--- config.mk ---
export PLATFORM = sky130hd
export DESIGN_NAME = erpg_div
export DESIGN_NICKNAME = d
export VERILOG_FILES = /design/src/rtl/erpg_pkg.sv /design/src/rtl/erpg_div.sv
export SDC_FILE = /design/constraint.sdc
export NUM_CORES = 1
export LEC_CHECK = 0
export BUFFER_PORTS_ARGS = -buffer_cell sky130_fd_sc_hd__buf_2
export CAP_MARGIN = 20
export CORE_ASPECT_RATIO = 0.75
export CORE_MARGIN = 2
export CORE_UTILIZATION = 45
export DETAILED_ROUTE_END_ITERATION = 10
export HOLD_SLACK_MARGIN = 0.03
export PLACE_DENSITY = 0.76
export SLEW_MARGIN = 15
export SYNTH_ARGS = -nofsm -noshare
export SYNTH_HDL_FRONTEND = slang
export SYNTH_SLANG_ARGS = --single-unit
--- constraint.sdc ---
create_clock -name clock -period 10.63 [get_ports clock]
set_clock_uncertainty 0.15 [all_clocks]
set_input_delay 0.5315 -clock clock [delete_from_list [all_inputs] [get_ports clock]]
set_output_delay 0.5315 -clock clock [all_outputs]
set_load 0.02 [all_outputs]
--- src/rtl/erpg_pkg.sv ---
// ============================================================================
// erpg_pkg
// Shared types and constants for the Euclidean rhythm phase gate.
// ============================================================================
`timescale 1ns / 1ps
`default_nettype none

package erpg_pkg;

   // Parameter defaults
   localparam int MAX_STEPS_DEFAULT  = 32;
   localparam int PHASE_BITS_DEFAULT = 16;

   // Fixed field widths
   localparam int COUNT_W       = 6;
   localparam int OFFSET_W      = 14;
   localparam int CSR_DATA_W    = 14;
   localparam int CSR_INDEX_W   = 2;
   localparam int ONSET_INDEX_W = 5;
   localparam int RAMP_W        = 16;
   localparam int PATTERN_OUT_W = 32;
   // The offset carries this many fractional bits
   localparam int OFFSET_FRAC_W = 8;

   // Register indexes of the configuration port
   typedef enum logic [CSR_INDEX_W-1:0] {
      CSR_ONSET_COUNT  = 2'd0,
      CSR_STEP_COUNT   = 2'd1,
      CSR_PHASE_OFFSET = 2'd2
   } csr_index_type;

   // Status of the shared divider
   typedef struct packed {
      logic busy;
      logic done;
   } div_status_type;

endpackage : erpg_pkg

`default_nettype wire

--- src/rtl/erpg_div.sv ---
// ============================================================================
// erpg_div
// Shared restoring divider, one quotient bit per cycle.
// ============================================================================
`timescale 1ns / 1ps
`default_nettype none

module erpg_div import erpg_pkg::*; #(
   parameter int DW = 22,
   parameter int VW = 6
) (
   input  wire logic           clock,
   input  wire logic           reset,
   input  wire logic           start,
   input  wire logic [DW-1:0]  dividend,
   input  wire logic [VW-1:0]  divisor,
   output      logic [DW-1:0]  quotient,
   output      div_status_type status
);

   localparam int CNT_W = $clog2(DW + 1);

   logic [DW-1:0]    dvd_ff;
   logic [DW-1:0]    quo_ff;
   logic [VW-1:0]    rem_ff;
   logic [VW-1:0]    div_ff;
   logic [CNT_W-1:0] cnt_ff;
   logic             busy_ff;
   logic             done_ff;

   logic [VW:0] partial;
   logic [VW:0] diff;
   logic        fits;
   logic [VW-1:0] rem_in;

   // Trial subtract of the divisor from the shifted remainder
   always_comb begin
      partial = {rem_ff, dvd_ff[DW-1]};
      diff    = partial - {1'b0, div_ff};
      fits    = (partial >= {1'b0, div_ff});
      rem_in  = fits ? diff[VW-1:0] : partial[VW-1:0];
   end

   // Load on start, then retire one quotient bit per cycle
   always_ff @(posedge clock) begin
      if (reset) begin
         busy_ff <= 1'b0;
         done_ff <= 1'b0;
         cnt_ff  <= '0;
      end else begin
         done_ff <= 1'b0;
         if (start) begin
            busy_ff <= 1'b1;
            cnt_ff  <= CNT_W'(DW);
            dvd_ff  <= dividend;
            div_ff  <= divisor;
            rem_ff  <= '0;
            quo_ff  <= '0;
         end else if (busy_ff) begin
            dvd_ff <= {dvd_ff[DW-2:0], 1'b0};
            rem_ff <= rem_in;
            quo_ff <= {quo_ff[DW-2:0], fits};
            cnt_ff <= cnt_ff - CNT_W'(1);
            if (cnt_ff == CNT_W'(1)) begin
               busy_ff <= 1'b0;
               done_ff <= 1'b1;
            end
         end
      end
   end

   assign quotient    = quo_ff;
   assign status.busy = busy_ff;
   assign status.done = done_ff;

endmodule : erpg_div

`default_nettype wire

==> metrics.txt <==
Via density 4.897; largest family of logic cells by synthesized area simple AND/OR/NAND/NOR gates; Crit. End Element flip-flop; dpl cells 315; Cell Chain, Critical Path ha_1 -> nor2b_4 -> o31a_1 -> o21a_1 -> or3_1 -> a31o_1; DR WL/cell 14.58 um; first-pass GRT wire length 7514 um; clock root cell clkbuf_8; post-synthesis sequential area ratio 65.82%; Async S/R FF share, synth 0%; measured slew at the worst slew-check pin 0.5723 ns; clk_lat worst skew 0.34 ns; Core Box Area 5886 sq um; Area contributors post-synth edfxtp_1 61%, mux2_2 8.5%, dfxtp_1 5.1%; RSZ-0062 raised after global routing no; die outline height 71.92 um; EDFF count, synth 56; portion of netlist area occupied by mux cells 9.268%; crit path max fanout 3; Final Max Slew Viols 0; remaining global-route overflow 0; P per Cell Area 186.4 nW/um^2; CTS tree done; final non-filler cell total 331; synth warn 0; Critical path origin rem_ff[0]; port bufs 54; antenna-violating nets left 0; clock power share 40.7%; die span in x 94.56 um; Hold/Removal Path Class in -> reg; Syn Std Cell Area 2768 sq um; Initial Utilization 47.02%; initial DRC count 84; Critical Path Max Stage Delay 0.42 ns; Final Hold Violating Endpoints 0; XOR/XNOR share of the synthesized area 1.899%; Post-CTS Setup Inserts 0; Int Pwr 0.4797 mW; part of the power in registers 47.6%; # IOs 55; share of cells above drive strength 1 37.94%; Crit-path slowest cell edfxtp_1; max-cap violations 0; vias in the first global route 1,566; clock slew at reported path FFs 0.08 ns; Pre-antenna DRT Iters 4; simple logic cell fraction of the synthesized area 9.765%; relative slew slack 61.84%; hold_sp divisor[0]; syn avg cell area 14.57 sq um; adder-cell share of the synthesized area 4.792%; # setup viols final 0; CTS resizes 0; switching share of power 23.34%; Synth Net Count 231; Max Clk Rate 445.3 MHz; Worst EP arrival 2.20 ns; total track usage 15.29%; Synth Flop Type edfxtp_1; Final nets 289; synthesis-to-finish area growth 21.29%; status finished, final reports clean; Setup Crit Path Kind reg -> reg; DR vias 1,621; Row Count 24; worst vdd ir 0.09297 mV; deepest clock path buffer count 2; antenna cell count 0; flops & latches, synth 63; P_sw 0.1460 mW; Post-route DRC 0; fin crit share 21.13%; GPL Wtd Cong 0.8112; Compound-Gate Fraction of Synth Area 5.380%; min Tclk post-route 2.246 ns; final core utilization 57.04%; largest net degree at the start of global routing 54; hpwl dp 3121 um; die area 6800 sq um; top-area cell type share of the netlist area 60.76%; CTS sink count 63; leak pwr 1.342 nW; dominant cell type by area after synthesis edfxtp_1; number of H-tree levels 3; hold buffers post-CTS 0; TNS Setup 0 ns; r2r startpoint rem_ff[0]; required time worst endpoint 10.58 ns; Logic pwr share 11.7%; Num CTS Buffers 9; drt total wl 4827 um; initial antenna violation count 0; distinct cell type count after synthesis 35; crit start category flip-flop; Syn Inst Count 190
-- layout by cell type (no fill, tap or decap), types with 2 or more instances in the layout --
cell type and count:
ha_1 9, buf_2 54, inv_6 2, nor2_1 8, mux2_2 21, buf_4 2
mux2i_1 2, xnor2_1 5, o21a_1 2, edfxtp_1 56, a21o_1 3, a211oi_1 4
bufinv_16 3, nand2_1 3, o21ai_0 3, clkbuf_8 9, inv_1 11, nor2b_1 21
nor3_1 3, nor4b_1 2, a21oi_1 5, dfxtp_1 7
-- critical path: cells and delay by family, from the launching register on --
family / cells / cell delay, ns
AO/OA/AOI/OAI: 3 / 0.66
adder cells (fa/ha/maj): 1 / 0.33
flip-flops: 1 / 0.42
AND/OR/NAND/NOR: 2 / 0.45
-- synth_stat cells (3+ instances only) --
cell type and n:
nor3_1 3, inv_1 11, dfxtp_1 7, xnor2_1 5, clkbuf_1 5, edfxtp_1 56, mux2_2 21, nand2_1 3
a211oi_1 4, o21ai_0 3, a21oi_1 5, a21o_1 3, nor2_1 9, nor2b_1 21, ha_1 9
-- path summary, 6_finish.rpt --
kind,endpoint,slack [ns],depth (start not counted)
worst max-delay path,rem_ff[5],8.38,6
worst min-delay path,div_ff[0],0.22,1
worst max register to register,rem_ff[5],8.38,6
worst min register to register,dvd_ff[18],0.40,1
-- logic make-up (layout without fill, tap and decap cells) --
family | count (synthesis) | count (layout)
compound gates | 22 | 22
mux | 23 | 23
simple gates | 46 | 46
flops | 63 | 63
buf+inv | 20 | 83
fa+ha+maj | 10 | 10
xor+xnor | 6 | 6
-- power by group through the flow --
stage               Clock [mW]  Combinational [mW]  Sequential (mW)
floorplan                    0              0.0465            0.308
global placement             0              0.0711            0.303
detailed placement           0              0.0729            0.303
CTS                      0.259              0.0738            0.298
global route             0.268              0.0814            0.300
finish                   0.255              0.0734            0.298
-- layout make-up --
| type | instances | area (sq um) |
|---|---|---|
| Clock buffer | 9 | 123.9 |
| Fill cell | 510 | 2529 |
| Timing Repair Buffer | 56 | 285.3 |
| Clock inverter | 7 | 118.9 |
| Inverter | 11 | 41.29 |
| Sequential cell | 63 | 1822 |
| Tap cell | 78 | 97.59 |
| Multi-Input combinational cell | 107 | 868.3 |
-- sequential cells by signal, summed over array words and instances, names as in the netlist --
register  cells
rem_ff        6
dvd_ff       22
quotient     22
done_ff       1
div_ff        6
cnt_ff        5
busy_ff       1
-- metrics by stage --
stage	area, sq um	power [mW]	setup slack (ns)	hold WS [ns]
floorplan	2768	0.3547	6.791	0.3748
detailed placement	3114	0.3759	8.086	0.3862
global placement	3114	0.3738	8.126	0.3783
finish	3357	0.6258	8.384	0.2170
global route	3357	0.6494	8.257	0.1912
CTS	3357	0.6306	8.379	0.1987
-- metal layers --
layer / wire length [um] / vias to the layer above / global-route usage (%) / part of all wire, %
met2: 2057 / 57 / 21.75 / 43
li1: - / 799 / - / -
met5: 0 / - / 0 / 0
met1: 2365 / 761 / 20.94 / 49
met4: 26 / 0 / 4.831 / 0.54
met3: 378 / 4 / 7.269 / 7.8
Power figures use the tool's default switching activity.
