<file path="src/rtl/erpg_pkg.sv">
// ============================================================================
// erpg_pkg
// Shared types and constants for the Euclidean rhythm phase gate.
// ============================================================================
`timescale 1ns / 1ps
`default_nettype none

package erpg_pkg;

   // Parameter defaults
   localparam int MAX_STEPS_DEFAULT  = 32;
   localparam int PHASE_BITS_DEFAULT = 16;

   // Fixed field widths
   localparam int COUNT_W       = 6;
   localparam int OFFSET_W      = 14;
   localparam int CSR_DATA_W    = 14;
   localparam int CSR_INDEX_W   = 2;
   localparam int ONSET_INDEX_W = 5;
   localparam int RAMP_W        = 16;
   localparam int PATTERN_OUT_W = 32;
   // The offset carries this many fractional bits
   localparam int OFFSET_FRAC_W = 8;

   // Register indexes of the configuration port
   typedef enum logic [CSR_INDEX_W-1:0] {
      CSR_ONSET_COUNT  = 2'd0,
      CSR_STEP_COUNT   = 2'd1,
      CSR_PHASE_OFFSET = 2'd2
   } csr_index_type;

   // Status of the shared divider
   typedef struct packed {
      logic busy;
      logic done;
   } div_status_type;

endpackage : erpg_pkg

`default_nettype wire

</file>
<file path="src/rtl/erpg_builder.sv">
// ============================================================================
// erpg_builder
// Bjorklund pattern builder: grouping passes, then placement of the groups.
// ============================================================================
`timescale 1ns / 1ps
`default_nettype none

module erpg_builder import erpg_pkg::*; #(
   parameter int MAX_STEPS = MAX_STEPS_DEFAULT
) (
   input  wire logic                              clock,
   input  wire logic                              reset,
   input  wire logic                              start,
   input  wire logic [COUNT_W-1:0]                onset_count,
   input  wire logic [COUNT_W-1:0]                step_count,
   output      logic [MAX_STEPS-1:0]              pattern,
   output      logic [$clog2(MAX_STEPS+1)-1:0]    length,
   output      logic                              busy
);

   localparam int CW = $clog2(MAX_STEPS + 1);

   typedef enum logic [1:0] {
      B_IDLE,
      B_GROUP,
      B_PLACE_A,
      B_PLACE_B
   } build_state_type;

   build_state_type      state_ff;
   logic [MAX_STEPS-1:0] abits_ff, bbits_ff, out_ff, pattern_ff;
   logic [CW-1:0]        alen_ff, blen_ff, na_ff, nb_ff, n_ff, cnt_ff, pos_ff;
   logic [CW-1:0]        length_ff;
   logic [CW-1:0]        k_in, n_in, m_in;
   logic [MAX_STEPS-1:0] mask_in;

   // Narrow the counts; only legal counts reach a start
   always_comb begin
      k_in = CW'(onset_count);
      n_in = CW'(step_count);
      m_in = (na_ff < nb_ff) ? na_ff : nb_ff;
      for (int i = 0; i < MAX_STEPS; i++) begin
         mask_in[i] = (CW'(i) < n_ff);
      end
   end

   // Sequence grouping, then lay out A groups and B groups
   always_ff @(posedge clock) begin
      if (reset) begin
         state_ff   <= B_IDLE;
         pattern_ff <= MAX_STEPS'(1);
         length_ff  <= CW'(1);
      end else if (start) begin
         state_ff <= B_GROUP;
         na_ff    <= k_in;
         nb_ff    <= n_in - k_in;
         abits_ff <= MAX_STEPS'(1);
         bbits_ff <= '0;
         alen_ff  <= CW'(1);
         blen_ff  <= CW'(1);
         n_ff     <= n_in;
         out_ff   <= '0;
         pos_ff   <= '0;
         cnt_ff   <= '0;
      end else begin
         unique case (state_ff)
            B_IDLE: begin
            end
            B_GROUP: begin
               if (nb_ff > CW'(1) && na_ff != '0) begin
                  abits_ff <= abits_ff | (bbits_ff << alen_ff);
                  alen_ff  <= alen_ff + blen_ff;
                  na_ff    <= m_in;
                  if (na_ff > nb_ff) begin
                     bbits_ff <= abits_ff;
                     blen_ff  <= alen_ff;
                     nb_ff    <= na_ff - m_in;
                  end else begin
                     nb_ff <= nb_ff - m_in;
                  end
               end else begin
                  cnt_ff   <= '0;
                  state_ff <= B_PLACE_A;
               end
            end
            B_PLACE_A: begin
               if (cnt_ff < na_ff) begin
                  out_ff <= out_ff | (abits_ff << pos_ff);
                  pos_ff <= pos_ff + alen_ff;
                  cnt_ff <= cnt_ff + CW'(1);
               end else begin
                  cnt_ff   <= '0;
                  state_ff <= B_PLACE_B;
               end
            end
            B_PLACE_B: begin
               if (cnt_ff < nb_ff) begin
                  out_ff <= out_ff | (bbits_ff << pos_ff);
                  pos_ff <= pos_ff + blen_ff;
                  cnt_ff <= cnt_ff + CW'(1);
               end else begin
                  pattern_ff <= out_ff & mask_in;
                  length_ff  <= n_ff;
                  state_ff   <= B_IDLE;
               end
            end
            default: state_ff <= B_IDLE;
         endcase
      end
   end

   assign pattern = pattern_ff;
   assign length  = length_ff;
   assign busy    = (state_ff != B_IDLE);

endmodule : erpg_builder

`default_nettype wire

</file>
<file path="config.mk">
export PLATFORM = sky130hd
export DESIGN_NAME = erpg_builder
export DESIGN_NICKNAME = d
export VERILOG_FILES = /design/src/rtl/erpg_pkg.sv /design/src/rtl/erpg_builder.sv
export SDC_FILE = /design/constraint.sdc
export NUM_CORES = 1
export LEC_CHECK = 0
export ABC_AREA = 0
export ABC_CLOCK_PERIOD_IN_PS = 12590
export BUFFER_PORTS_ARGS = -buffer_cell sky130_fd_sc_hd__buf_2
export CORE_UTILIZATION = 65
export CTS_CLUSTER_DIAMETER = 100
export DETAILED_ROUTE_END_ITERATION = 10
export PLACE_DENSITY = 0.93
export SYNTH_ARGS = -nofsm -noshare
export SYNTH_HDL_FRONTEND = slang
export SYNTH_SLANG_ARGS = --single-unit
</file>
<file path="constraint.sdc">
create_clock -name clock -period 12.59 [get_ports clock]
set_input_delay 1.259 -clock clock [delete_from_list [all_inputs] [get_ports clock]]
set_output_delay 1.259 -clock clock [all_outputs]
set_load 0.02 [all_outputs]
</file>
==> metrics, run 1 <==
Hold Path End pattern[2]; Fillers 1295; slew margin rel. between 20% and 30%; Port Buffers between 50 and 60; CTS Buf Count 17; Final Hold Fails 0; Post-DP HPWL between 20000 and 25000 um; io pins 54; Slew Limit Fails 0; grt met2 use 56.7%; status finished clean; Placer Congestion 1.00; grt met1 use ~44%; CP delay by family, top compound AO/OA/AOI/OAI gates; worst-margin pin slew 1.14 ns; Synth warnings 0; RR Startpoint nb_ff[3]; Mapped Area 12700 um2; CTS Hold Bufs 0; row cnt 50; pin count of the biggest net entering global routing between 70 and 80; Ant. Diodes 0; # DRC 0; Critical Path RT 12.77 ns; Fin Setup TNS 0 ns; CP Capture Type flip-flop; GRT busiest layer met2; mean post-synth cell area 10.1 um2; Unique masters post-synth just under 70; Max VDD drop approximately 0.11 mV; r2r worst-path depth 14; DR vias/cell 6.96; Leak roughly 5.3 nW; PnR worst setup slack about 8.3 ns; Buf+Inv Stages, Crit Path 1; final setup vio count 0; clk buf depth 2; most common cell in the synthesized netlist edfxtp_1; f_max approximately 230 MHz; Initial Util approximately 67%; fraction of layout cells with a size suffix above 1 between 15 and 20%; Setup Skew between 0.01 and 0.015 ns; hold path depth 2; drt first pass iters 7; WP data arrival 4.52 ns; biggest area consumer among synthesized cells edfxtp_1; GRT Total Usage a little over a third; dpl ws 8.44 ns; multi-input logic area a little over 7000 um2; top post-synthesis cells by count edfxtp_1 (138), nand2_1 (133), a21oi_1 (112), mux2i_1 (109), nor2_1 (101); initial antenna violation count 0; global-route wire length before repair about 54000 um; CP cell instances inv_1 > ha_1 > a21o_1 > a21o_1 > a211oi_2 > nor2_1 > mux2i_1 > ha_1 > nor2b_1 > o21ai_0 > a21boi_0 > o21ai_0 > nor4b_1 > a2111oi_0; die width 142 um; syn nets 1319; min-delay worst type flip-flop to flip-flop; vias in the first global route 10100; register-to-register setup slack 8.25 ns; DRT Wirelength 34000 um; Post-DRT Antenna Nets 0; min Tclk post-route 4.34 ns; period utilization 34.4%; grt total ovfl 0; register area share after synthesis 38.8%; CTS tree done; Synth Register Bits 178; CTS resizes 0; Iteration-0 DRC Markers 1457; Synth async-reset ratio 0%; min-delay src pattern[2]; power per cell area 132 nW/um2; H-tree depth 4; Synth area leaders edfxtp_1 (33%), mux4_2 (9.7%), mux2i_1 (8.6%); area grow syn2layout 6.99%; Post-synth EDFFs 138; Setup Buffers After CTS 0; area share of the largest cell type after synthesis 32.6%; clk_lat worst skew between 0.4 and 0.5 ns; layout net count 1315; Worst Hold Margin 0.449 ns; max-cap viol count 0; RSZ-0062 raised after global routing no; Core Footprint 19000 um2; Routed wire per std cell around 22 um; total clock sinks approximately 180; critical path's slowest cell a211oi_2; Clock Pin Slew Worst Setup and Hold Paths 0.08 ns; CP max stage delay about 0.66 ns; Gate Count Post-Synth 1258; Die Height 142 um; capturing point of the worst reg2reg path nb_ff[5]; via count 10600; Worst setup SP type flip-flop; Root Driver clkbuf_16; top_reg_cell synth edfxtp_1; worst-path fanout max 7; met3 Usage GRT 7.07%; CP Class flip-flop to flip-flop; Seq. cell area between 4000 and 5000 um2; DIE AREA 20100 um2
report_power, final:
| part | total, mW | switching [mW] | internal [mW] |
|---|---|---|---|
| sequential | 0.753 | 0.0598 | 0.693 |
| clock | 0.534 | 0.267 | 0.267 |
| combinational | 0.512 | 0.298 | 0.214 |
| total | 1.80 | 0.624 | 1.17 |
area by class of cell:
type / instances / area share (%)
multi-input cells: 930 / 52.6
flip-flops and latches: 178 / 36.3
clock buffers: 17 / 3.12
repair buffers: 68 / 2.79
well taps: 260 / 2.39
inverters: 59 / 1.63
clock inverters: 15 / 1.21
state kept, by name, indices dropped and copies added (netlist names):
signal,count
n_ff,6
pos_ff,6
alen_ff,6
pattern,32
out_ff,32
bbits_ff,32
length,6
state_ff,2
abits_ff,32
na_ff,6
blen_ff,6
nb_ff,6
cnt_ff,6
worst max path at each step:
stage	from	end	slack (ns)	cells past startpoint
after floorplan	start	out_ff[0]	7.28	5
after global placement	na_ff[3]	nb_ff[5]	8.77	13
after detailed placement	nb_ff[3]	nb_ff[5]	8.44	14
after CTS	nb_ff[3]	nb_ff[5]	8.32	14
after global routing	nb_ff[3]	nb_ff[5]	7.98	14
final	nb_ff[3]	nb_ff[5]	8.25	14
cells by family (layout without fill, tap and decap cells):
logic type / count (synthesis) / after routing / share of synthesized area (%)
compound gates: 298 / 298 / 15.1
buf+inv: 150 / 159 / 5.22
mux: 204 / 204 / 21.9
xor+xnor: 18 / 18 / 1.24
flops: 178 / 178 / 38.8
fa+ha+maj: 46 / 46 / 4.76
simple gates: 364 / 364 / 13.0
tightest hold or removal path: cells and delay by family (launching register included):
family	cells	cell delay, ns
AO/OA/AOI/OAI	1	0.05
AND/OR/NAND/NOR	1	0.05
flip-flops	1	0.31
stage by stage:
step           cell area, um2  power, mW  instances  util [%]
6_report                13600       1.80       1527      71.9
5_1_grt                 13600       1.86       1527      71.9
4_1_cts                 13600       1.78       1527      71.9
3_5_place_dp            13000       1.25       1495      68.7
3_3_place_gp            13000       1.23       1495      68.7
2_1_floorplan           12700       1.13       1258         -
cell usage in the layout (no fill, tap or decap), drive strengths merged, types with 9 or more instances in the layout:
cell and count:
o21bai 13, nor2b 40, mux4 55, nor2 101, buf 68, clkbuf 17, o221ai 18, nor3 14
nand3 32, dfxtp 40, mux2 40, nand2 133, a21oi 113, nand2b 12, ha 42, xor2 9
inv 68, o211ai 25, edfxtp 138, xnor2 9, o21ai 50, mux2i 109, a21o 12
metal layers:
layer | up-vias | wire length [um]
met1 | 5078 | 12900
met5 | - | 0
met3 | 142 | 3410
li1 | 4673 | -
met2 | 737 | 16100
met4 | 0 | 1630
Power figures use the tool's default switching activity.
==> run 2, diff against run 1 <==
--- a/config.mk
+++ b/config.mk
@@ -6,12 +6,12 @@
 export NUM_CORES = 1
 export LEC_CHECK = 0
 export ABC_AREA = 0
-export ABC_CLOCK_PERIOD_IN_PS = 12590
+export ABC_CLOCK_PERIOD_IN_PS = 4300
 export BUFFER_PORTS_ARGS = -buffer_cell sky130_fd_sc_hd__buf_2
-export CORE_UTILIZATION = 65
+export CORE_UTILIZATION = 63
 export CTS_CLUSTER_DIAMETER = 100
 export DETAILED_ROUTE_END_ITERATION = 10
-export PLACE_DENSITY = 0.93
+export PLACE_DENSITY = 0.91
 export SYNTH_ARGS = -nofsm -noshare
 export SYNTH_HDL_FRONTEND = slang
 export SYNTH_SLANG_ARGS = --single-unit
==> constraint.sdc (replaced) <==
create_clock -name clock -period 4.3 [get_ports clock]
set_input_delay 0.43 -clock clock [delete_from_list [all_inputs] [get_ports clock]]
set_output_delay 0.43 -clock clock [all_outputs]
set_load 0.02 [all_outputs]
==> run 2 against run 1 <==
  * Critical path depth grew 1
  * Wire length decreased by 1.3%
  * Register-to-register slack lost 7.8 ns
  * Hold slack worse by 0.25 ns
  * Sequential share of layout area decreased by 0.32 points
  * Maximum frequency is 14% higher
  * Core utilization decreased by 1.9 points
  * Flip-flop and latch count did not move
  * Design area grew 0.88%
  * Sequential power increased to 2.9 times the previous value
  * Combinational power increased to 2.9 times the previous value
  * First-iteration DRC count is 6.2% lower
  * Largest cell class unchanged
==> metrics, run 2 (synthesized netlist as in run 1, its figures left out) <==
CTS Buf Count 17 (unchanged); Iteration-0 DRC Markers 1367 (-6.2%); Setup Skew 0.0162 ns (+0.00589 ns); status finished clean; RSZ-0062 raised after global routing no; clk buf depth 2 (unchanged); pin count of the biggest net entering global routing 71 (-1.4%); r2r worst-path depth 15 (+1); Clock Pin Slew Worst Setup and Hold Paths 0.08 ns (about the same); Fillers 1385 (+6.9%); global-route wire length before repair 53200 um (-0.73%); grt met2 use 53.8% (-2.8 points); total clock sinks 178 (unchanged); area grow syn2layout 7.93%; DRT Wirelength 33600 um (-1.3%); clk_lat worst skew 0.46 ns (about the same); Slew Limit Fails 0 (unchanged); f_max 263 MHz (+14%); GRT Total Usage 33.8% (-0.98 points); max-cap viol count 0 (unchanged); CTS tree done; worst-path fanout max 5 (-2); Die Height 144 um (+1.6%); GRT busiest layer met2; power per cell area 384 nW/um2 (+190%); Post-DP HPWL 23900 um (+1.4%); Leak 5.40 nW (+1.2%); Routed wire per std cell 21.7 um (-2.4%); row cnt 51 (+2.0%); slew margin rel. 25.0% (+0.93 points); WP data arrival 4.04 ns (-0.48 ns); Initial Util 64.8% (-2.4 points); layout net count 1327 (+0.91%); DIE AREA 20800 um2 (+3.1%); drt first pass iters 6 (-1); Root Driver clkbuf_16; die width 144 um (+1.6%); Port Buffers 53 (unchanged); fin util 69.9% (-1.9 points); Final Hold Fails 0 (unchanged); fraction of layout cells with a size suffix above 1 17.2% (+0.71 points); DR vias/cell 6.81 (-2.1%); # DRC 0 (unchanged); CTS Hold Bufs 0 (unchanged); CP Class flip-flop to flip-flop; hold path depth 1 (-1); Core Footprint 19700 um2 (+3.7%); final setup vio count 0 (unchanged); Placer Congestion 0.980 (-2.1%); H-tree depth 4 (unchanged); RR Startpoint nb_ff[3]; register-to-register setup slack 0.50 ns (-7.75 ns); initial antenna violation count 0 (unchanged); vias in the first global route 9921 (-1.7%); Worst setup SP type flip-flop; min Tclk post-route 3.80 ns (-0.538 ns); min-delay src step_count[3]; min-delay worst type input pin to flip-flop; Total Power 5.27 mW (+190%); CP Capture Type flip-flop; via count 10500 (-1.1%); commonest non-fill, non-tap cell in the layout edfxtp_1; Setup Buffers After CTS 0 (unchanged); Post-DRT Antenna Nets 0 (unchanged); grt met1 use 44.7% (+0.56 points); capturing point of the worst reg2reg path nb_ff[5]; Ant. Diodes 0 (unchanged); Critical Path RT 4.55 ns (-8.22 ns); CTS resizes 0 (unchanged); grt total ovfl 0 (unchanged); Max VDD drop 0.319 mV (+200%); met3 Usage GRT 6.49% (-0.58 points); worst-margin pin slew 1.13 ns (-0.0139 ns); Fin Setup TNS 0 ns (unchanged); Hold Path End n_ff[3]; io pins 54 (unchanged); most frequent cells in the layout edfxtp_1 (138), nand2_1 (133), a21oi_1 (111), mux2i_1 (109), nor2_1 (101); Worst Hold Margin 0.195 ns (-0.254 ns); period utilization 88.3% (+54 points)
run 2: cell count changes in the layout (fill, tap and decap cells not counted), sizes merged:
| cell | delta |
|---|---|
| clkbuf | +1 |
| clkinv | -2 |
| buf | +12 |
| clkinvlp | +1 |
run 2: per-layer routing:
layer,routed length (um),vias to the layer above,part of all wire (%)
met5,0,-,0
met4,1300,0,3.9
met3,3410,120,10
met2,15900,699,47
met1,13000,4999,39
li1,-,4700,-
run 2: worst max-delay path by stage:
stage | start | to | cells after the start
floorplan | start | abits_ff[0] | 5
global placement | nb_ff[3] | nb_ff[5] | 15
detailed placement | nb_ff[3] | nb_ff[5] | 15
CTS | nb_ff[3] | nb_ff[5] | 15
global route | nb_ff[3] | nb_ff[5] | 14
finish | nb_ff[3] | nb_ff[5] | 15
run 2: final cells by class:
cell class	instances	area (um2)	area share [%]
multi-input cells	930	7170	52.2
flip-flops and latches	178	4940	36.0
repair buffers	80	495	3.61
clock buffers	18	450	3.28
well taps	265	332	2.41
inverters	59	221	1.61
clock inverters	14	130	0.947
run 2: per-stage QoR:
stage                     worst slack (ns)  area [um2]  instances
after floorplan                      0.211       12700       1258
after global placement               0.593       13200       1512
after detailed placement             0.403       13200       1512
after CTS                            0.362       13700       1544
after global routing                0.0430       13700       1544
final                                0.502       13700       1544
run 2: report_power, final:
group | internal, mW | switching (mW) | total, mW
registers | 2.03 | 0.175 | 2.20
clock network | 0.802 | 0.754 | 1.56
logic | 0.647 | 0.863 | 1.51
run 2: critical path, cell delays in order, from the launching register on:
cell and delay [ns]:
edfxtp_1 0.41, inv_1 0.12, ha_1 0.25, a21o_1 0.18, a21o_1 0.20, a211oi_4 0.39, nor2_1 0.18, buf_4 0.20
mux2i_1 0.17, ha_1 0.24, nor2b_1 0.12, o21ai_0 0.21, a21boi_0 0.15, o21ai_0 0.26, a21oi_1 0.10, a2111oi_0 0.37
